### src/design/plid_pkg.sv
// Shared codes and field types for the positional list block.
// Used by the top level and by its port checker; depends on nothing.
package plid_pkg;

  // Field widths fixed by the interface.
  localparam int POS_W    = 7;
  localparam int VAL_W    = 32;
  localparam int LEN_W    = 7;
  localparam int STATUS_W = 2;

  typedef logic [STATUS_W-1:0] status_t;
  typedef logic [VAL_W-1:0]    value_t;

  // Command codes.
  localparam logic CMD_INSERT = 1'b0;
  localparam logic CMD_DELETE = 1'b1;

  // Result status codes.
  localparam status_t ST_OK    = 2'd0;
  localparam status_t ST_RANGE = 2'd1;
  localparam status_t ST_FULL  = 2'd2;

endpackage

### src/design/positional_list_insert_delete.sv
// A rejected request or an insert at the tail gives its result in the cycle after the transfer;
// an insert at p into n entries moves entries p..n up one place, then writes the value; a delete
// at p reads the removed entry, then moves the later entries down. One item is in work at a time,
// so throughput is set by the shift loop through the element memory: one entry moved per cycle.
// Reset (rst_n low, synchronous) empties the list and drops any result; memory keeps contents.
// Top level of the positional list; uses plid_pkg for codes and field types.
// The element store is a one-write, one-read memory with registered read data.
module positional_list_insert_delete #(
  parameter int CAPACITY = 64
) (
  input  logic                     clk,
  input  logic                     rst_n,
  input  logic                     in_valid,
  output logic                     in_stall,
  input  logic                     in_command,
  input  logic [plid_pkg::POS_W-1:0] in_position,
  input  logic signed [plid_pkg::VAL_W-1:0] in_value,
  output logic                     out_valid,
  input  logic                     out_stall,
  output plid_pkg::status_t        out_status,
  output logic signed [plid_pkg::VAL_W-1:0] out_removed_value,
  output logic [plid_pkg::LEN_W-1:0] out_list_length
);

  localparam int AW = $clog2(CAPACITY);
  localparam int CW = $clog2(CAPACITY + 1);
  localparam int EW = ((CW > plid_pkg::POS_W) ? CW : plid_pkg::POS_W) + 1;
  localparam logic [EW-1:0] CAP_E = EW'(CAPACITY);

  // Element memory and its registered read data.
  plid_pkg::value_t store_mem [CAPACITY];
  plid_pkg::value_t rd_data_r;

  logic             mem_we;
  logic [AW-1:0]    mem_wa;
  plid_pkg::value_t mem_wd;
  logic             mem_re;
  logic [AW-1:0]    mem_ra;

  // Control and sequencing registers.
  logic             busy_r, busy_nxt;
  logic             cmd_r, cmd_nxt;
  logic [AW-1:0]    addr_r, addr_nxt;
  logic [AW-1:0]    stop_r, stop_nxt;
  logic             iss_r, iss_nxt;
  logic             wv_r, wv_nxt;
  logic             wfirst_r, wfirst_nxt;
  logic             first_r, first_nxt;
  logic [AW-1:0]    wa_r, wa_nxt;
  plid_pkg::value_t val_r, val_nxt;
  plid_pkg::value_t rem_r, rem_nxt;
  logic [CW-1:0]    cnt_r, cnt_nxt;

  // Result register.
  logic                             out_valid_r, out_valid_nxt;
  plid_pkg::status_t                out_status_r, out_status_nxt;
  plid_pkg::value_t                 out_removed_r, out_removed_nxt;
  logic [plid_pkg::LEN_W-1:0]       out_length_r, out_length_nxt;

  logic          acc;
  logic [EW-1:0] pos_e;
  logic [EW-1:0] cnt_e;
  logic          ins_bad;
  logic          del_bad;
  logic          is_full;

  // A new item is taken once the shifter is free and the result slot is free or emptying.
  assign in_stall = busy_r | (out_valid_r & out_stall);
  assign acc      = in_valid & ~in_stall;

  assign pos_e   = EW'(in_position);
  assign cnt_e   = EW'(cnt_r);
  assign ins_bad = (in_position == '0) || (pos_e > (cnt_e + EW'(1)));
  assign del_bad = (in_position == '0) || (pos_e > cnt_e);
  assign is_full = (cnt_e == CAP_E);

  // Next-state logic for the request check, the shift loop and the result slot.
  always_comb begin
    busy_nxt        = busy_r;
    cmd_nxt         = cmd_r;
    addr_nxt        = addr_r;
    stop_nxt        = stop_r;
    iss_nxt         = iss_r;
    wv_nxt          = 1'b0;
    wfirst_nxt      = 1'b0;
    first_nxt       = first_r;
    wa_nxt          = wa_r;
    val_nxt         = val_r;
    rem_nxt         = rem_r;
    cnt_nxt         = cnt_r;
    out_valid_nxt   = out_valid_r & out_stall;
    out_status_nxt  = out_status_r;
    out_removed_nxt = out_removed_r;
    out_length_nxt  = out_length_r;
    mem_we          = 1'b0;
    mem_wa          = addr_r;
    mem_wd          = val_r;
    mem_re          = 1'b0;
    mem_ra          = addr_r;

    if (acc) begin
      if (in_command == plid_pkg::CMD_INSERT) begin
        if (ins_bad || is_full) begin
          out_valid_nxt   = 1'b1;
          out_status_nxt  = ins_bad ? plid_pkg::ST_RANGE : plid_pkg::ST_FULL;
          out_removed_nxt = '0;
          out_length_nxt  = plid_pkg::LEN_W'(cnt_r);
        end else if (pos_e == (cnt_e + EW'(1))) begin
          // Insert at the tail: nothing to move.
          mem_we          = 1'b1;
          mem_wa          = AW'(cnt_e);
          mem_wd          = in_value;
          cnt_nxt         = cnt_r + CW'(1);
          out_valid_nxt   = 1'b1;
          out_status_nxt  = plid_pkg::ST_OK;
          out_removed_nxt = '0;
          out_length_nxt  = plid_pkg::LEN_W'(cnt_r + CW'(1));
        end else begin
          // Move entries n-1 down to p-1 up by one place, then write the value.
          busy_nxt  = 1'b1;
          cmd_nxt   = plid_pkg::CMD_INSERT;
          addr_nxt  = AW'(cnt_e - EW'(1));
          stop_nxt  = AW'(pos_e - EW'(1));
          iss_nxt   = 1'b1;
          first_nxt = 1'b0;
          val_nxt   = in_value;
        end
      end else begin
        if (del_bad) begin
          out_valid_nxt   = 1'b1;
          out_status_nxt  = plid_pkg::ST_RANGE;
          out_removed_nxt = '0;
          out_length_nxt  = plid_pkg::LEN_W'(cnt_r);
        end else begin
          // Read the removed entry, then move entries p to n-1 down by one place.
          busy_nxt  = 1'b1;
          cmd_nxt   = plid_pkg::CMD_DELETE;
          addr_nxt  = AW'(pos_e - EW'(1));
          stop_nxt  = AW'(cnt_e - EW'(1));
          iss_nxt   = 1'b1;
          first_nxt = 1'b1;
        end
      end
    end else if (busy_r) begin
      // Read side of the loop: one entry per cycle toward the stop address.
      if (iss_r) begin
        mem_re     = 1'b1;
        mem_ra     = addr_r;
        wv_nxt     = 1'b1;
        wfirst_nxt = first_r;
        first_nxt  = 1'b0;
        wa_nxt     = (cmd_r == plid_pkg::CMD_INSERT) ? addr_r + AW'(1) : addr_r - AW'(1);
        if (addr_r == stop_r) begin
          iss_nxt = 1'b0;
        end else begin
          addr_nxt = (cmd_r == plid_pkg::CMD_INSERT) ? addr_r - AW'(1) : addr_r + AW'(1);
        end
      end

      // Write side: the previous read lands one place over, or is a delete's removed entry.
      if (wv_r) begin
        if (wfirst_r) begin
          rem_nxt = rd_data_r;
        end else begin
          mem_we = 1'b1;
          mem_wa = wa_r;
          mem_wd = rd_data_r;
        end
      end

      // Loop drained: finish the operation and post the result.
      if (!iss_r && !wv_r) begin
        busy_nxt       = 1'b0;
        out_valid_nxt  = 1'b1;
        out_status_nxt = plid_pkg::ST_OK;
        if (cmd_r == plid_pkg::CMD_INSERT) begin
          mem_we          = 1'b1;
          mem_wa          = stop_r;
          mem_wd          = val_r;
          cnt_nxt         = cnt_r + CW'(1);
          out_removed_nxt = '0;
          out_length_nxt  = plid_pkg::LEN_W'(cnt_r + CW'(1));
        end else begin
          cnt_nxt         = cnt_r - CW'(1);
          out_removed_nxt = rem_r;
          out_length_nxt  = plid_pkg::LEN_W'(cnt_r - CW'(1));
        end
      end
    end
  end

  // Element memory: one write port, one read port with registered data.
  always_ff @(posedge clk) begin
    if (mem_we) begin
      store_mem[mem_wa] <= mem_wd;
    end
    if (mem_re) begin
      rd_data_r <= store_mem[mem_ra];
    end
  end

  // Control state, cleared by reset.
  always_ff @(posedge clk) begin
    if (!rst_n) begin
      busy_r      <= 1'b0;
      iss_r       <= 1'b0;
      wv_r        <= 1'b0;
      wfirst_r    <= 1'b0;
      first_r     <= 1'b0;
      cnt_r       <= '0;
      out_valid_r <= 1'b0;
    end else begin
      busy_r      <= busy_nxt;
      iss_r       <= iss_nxt;
      wv_r        <= wv_nxt;
      wfirst_r    <= wfirst_nxt;
      first_r     <= first_nxt;
      cnt_r       <= cnt_nxt;
      out_valid_r <= out_valid_nxt;
    end
  end

  // Payload and address registers.
  always_ff @(posedge clk) begin
    cmd_r         <= cmd_nxt;
    addr_r        <= addr_nxt;
    stop_r        <= stop_nxt;
    wa_r          <= wa_nxt;
    val_r         <= val_nxt;
    rem_r         <= rem_nxt;
    out_status_r  <= out_status_nxt;
    out_removed_r <= out_removed_nxt;
    out_length_r  <= out_length_nxt;
  end

  assign out_valid         = out_valid_r;
  assign out_status        = out_status_r;
  assign out_removed_value = out_removed_r;
  assign out_list_length   = out_length_r;

endmodule

### config.mk
export PLATFORM = sky130hd
export DESIGN_NAME = positional_list_insert_delete
export DESIGN_NICKNAME = d
export VERILOG_FILES = /design/src/design/plid_pkg.sv /design/src/design/positional_list_insert_delete.sv
export SDC_FILE = /design/constraint.sdc
export NUM_CORES = 2
export LEC_CHECK = 0
export BUFFER_PORTS_ARGS = -buffer_cell sky130_fd_sc_hd__buf_2
export CORE_ASPECT_RATIO = 0.6
export CORE_MARGIN = 3
export CORE_UTILIZATION = 51
export CTS_CLUSTER_DIAMETER = 40
export DETAILED_ROUTE_END_ITERATION = 12
export PLACE_DENSITY = 0.76
export SLEW_MARGIN = 20
export SYNTH_ARGS = -nofsm -noshare
export SYNTH_HDL_FRONTEND = slang
export SYNTH_SLANG_ARGS = --single-unit
### constraint.sdc
create_clock -name clk -period 9.53 [get_ports clk]
set_clock_uncertainty 0.2 [all_clocks]
set_input_delay 0.4765 -clock clk [delete_from_list [all_inputs] [get_ports clk]]
set_output_delay 0.4765 -clock clk [all_outputs]
set_load 0.01 [all_outputs]
==> reports/metrics.yaml <==
fin_cells: 6254
synth.avg_cell_area_um2: 23.6
fp.dieW_um: 535
htreeDepth: 4
setup_viol: 0
outcome: "finished clean"
ys_seq_elements: 2217
start_kind: "flop"
ctsResizeCount: 0
antenna_found_initial: 25
powerDensity_nw_per_um2: 207
leakagePower_nw: 29.9
die-area_um2: 173000
grt_max_degree: 150
met2_usage_pct: 36.0
overflow: 0
synthesis.nets: 3698
final_max_slew_viol_count: 0
critPathBufInv: 2
r2r_slack_ns: 3.23
timing.rr.start: "cnt_r[2]$_SDFFE_PN0P_"
grt_pass1_wl_um: 314000
cp_slowest_cell: "nor2_4"
antenna_left: 0
cp_common_cell: "nand3_1"
cts_tree: "built"
drc: 0
critical_path.max_stage_delay_ns: 1.11
min_period_over_period_pct: 66.1
synthCells: 3633
final_common_cell: "edfxtp_1"
synth_area_um2: 85800
yosysWarnings: 0
arrival_ns: 6.51
coreArea_um2: 165000
ys_seq_area_share_pct: 77.5
cts_made_buffers: 194
cts.sinks: 2217
async_flop_share_pct: 0
met1_usage_pct: 38.2
critical-path-top-delay-family: "simple AND/OR/NAND/NOR gates"
num_io_pins: 87
crit_chain: "and4_1, nand2_1, xnor2_1, inv_1, ha_1, nand3_1, a211o_1, nor3_4, buf_4, o311ai_0, nand3_1, nor2_4"
path_clk_slew_ns: 0.06
routed_wl_um: 222000
portBuffers: 86
rsz0062_at_grt: "no"
wire_per_inst_um: 35.5
clk_path_buf_depth: 4
utilization_pct: 58.2
period_minus_slack_ns: 6.30
timing.rr.end: "store_mem[18][7]$_DFFE_PP_"
viasPerCell: 6.72
synthToLayoutAreaGrowth_pct: 12.4
dpl.hpwl_um: 123000
cts_setup_buffers: 0
crit_type: "flop to flop"
tns_ns: 0
fin_ws_ns: 3.23
gp_congestion: 0.960
rows: 115
relSlewSlack_pct: 21.9
drv_cap: 0
cts-root-buf: "clkbuf_16"
start_util_pct: 51.8
final_hold_viol_count: 0
r2r_cells: 12
first_pass_iters: 7
path_max_fanout: 37
max_freq_ghz: 0.159
min_path_cells: 4
drive_gt1_share_pct: 31.5
layout.nets: 3946
first_global_vias: 41100
tightest_slew_ns: 1.17
peakVddDrop_mv: 0.166
first_iter_violations: 6813
endpoint_kind: "flop"
die_h_um: 324
worstHoldStart: "in_position[5]"
ys_types: 78
synth_edf_count: 2204
hold_path.class: "primary input to flop"
met3_usage_pct: 10.9
clock_latency_ns: 0.83
worstHoldEndpoint: "stop_r[5]$_DFFE_PP_"
pre_cts_ws_ns: 3.53
grt_util_all_layers_pct: 25.6
dr_total_vias: 42000
yosys_most_used_dff: "edfxtp_1"
final_cell_mix: "edfxtp_1 (2204), mux4_2 (672), clkbuf_16 (197)"
numPlacedInstances: 5864
cp_data_required_time_ns: 9.74
top_usage_layer: "met1"
num-fill-cells: 11300
[synthesized netlist by cell type, drive strengths merged (3+ instances only)]
cell    instances  area (um2)
and3           36         225
a31oi           6        37.5
o211ai         10        80.1
o21ai          22         110
ha             21         263
nor2b           6        37.5
inv            28         105
nand3          19        95.1
or2             3        18.8
xnor2          28         245
nor4b           3        26.3
and2            3        18.8
dfxtp          13         260
mux2i          10         100
mux4          672       15100
nor2           53         199
a41oi           3        26.3
edfxtp       2204       66200
buf            94         470
xor2            4        35.0
o221a           4        45.0
nand2         103         387
nand4           7        43.8
o211a           3        30.0
or3b            3        26.3
a21oi          29         153
a22oi          35         263
o21a            3        22.5
nor4            6        37.5
nor3           51         260
clkbuf         99         373
[where the power goes]
group          internal, W  switching, W
Clock              0.00430       0.00354
Combinational     0.000546      0.000837
Sequential          0.0107     0.0000355
[area by class of cell]
type / instances / area (um2) / share of cell area [%]
flip-flops and latches: 2217 / 66400 / 68.9
well taps: 2223 / 2780 / 2.89
multi-input cells: 1193 / 18900 / 19.6
inverters: 30 / 123 / 0.127
diodes: 4 / 10.0 / 0.0104
clock buffers: 231 / 5060 / 5.25
clock inverters: 111 / 1090 / 1.13
repair buffers: 245 / 1990 / 2.07
[worst reg2reg max path, cell delays in order (launching register included)]
cell and delay [ns]:
dfxtp_1 0.66, and4_1 0.41, nand2_1 0.10, xnor2_1 0.27, inv_1 0.09, ha_1 0.30
nand3_1 0.26, a211o_1 0.41, nor3_4 0.08, buf_4 0.35, o311ai_0 0.82, nand3_1 0.83
nor2_4 1.12
[per-stage QoR]
step | hold slack (ns) | instance area (um2) | total power (W)
final | 0.101 | 96400 | 0.0200
after global placement | 0.239 | 89500 | 0.0123
after global routing | 0.140 | 96400 | 0.0205
after detailed placement | 0.247 | 89600 | 0.0123
after floorplan | 0.227 | 85800 | 0.0118
after CTS | 0.0544 | 96200 | 0.0200
[state kept, by name, indices dropped and copies added, names as in the netlist, 2 cells and up]
register / cells
addr_r: 6
cnt_r: 7
out_list_length: 7
out_removed_value: 32
out_status: 2
rd_data_r: 32
rem_r: 32
stop_r: 6
store_mem: 2048
val_r: 32
wa_r: 6
[cells by family after synthesis]
group,share of synthesized area [%]
flops,77.5
mux,17.8
simple gates,1.76
buf+inv,1.11
compound gates,1.24
xor+xnor,0.327
fa+ha+maj,0.306
[worst max-delay path by stage]
stage	start	slack (ns)	cells past startpoint	to
5_1_grt	cnt_r[2]$_SDFFE_PN0P_	3.04	12	store_mem[18][7]$_DFFE_PP_
2_1_floorplan	cnt_r[2]$_SDFFE_PN0P_	2.93	11	store_mem[56][0]$_DFFE_PP_
3_5_place_dp	cnt_r[2]$_SDFFE_PN0P_	3.53	12	store_mem[3][16]$_DFFE_PP_
4_1_cts	cnt_r[2]$_SDFFE_PN0P_	3.30	12	store_mem[3][5]$_DFFE_PP_
6_report	cnt_r[2]$_SDFFE_PN0P_	3.23	12	store_mem[18][7]$_DFFE_PP_
3_3_place_gp	cnt_r[2]$_SDFFE_PN0P_	3.63	12	store_mem[2][20]$_DFFE_PP_
[repair_timing]
item                                    CTS  global route
hold endpoints to repair                 43             0
endpoints found under the setup margin    0             0
hold buffers                             37             0
[layer usage]
layer  part of all wire [%]  wire length (um)  vias to the layer above
met2                     44             97900                     3268
met4                    1.6              3450                        8
li1                       -                 -                    16100
met3                     16             36500                      289
met1                     38             84100                    22300
met5                  0.025                56                        -
Power figures use the tool's default switching activity.
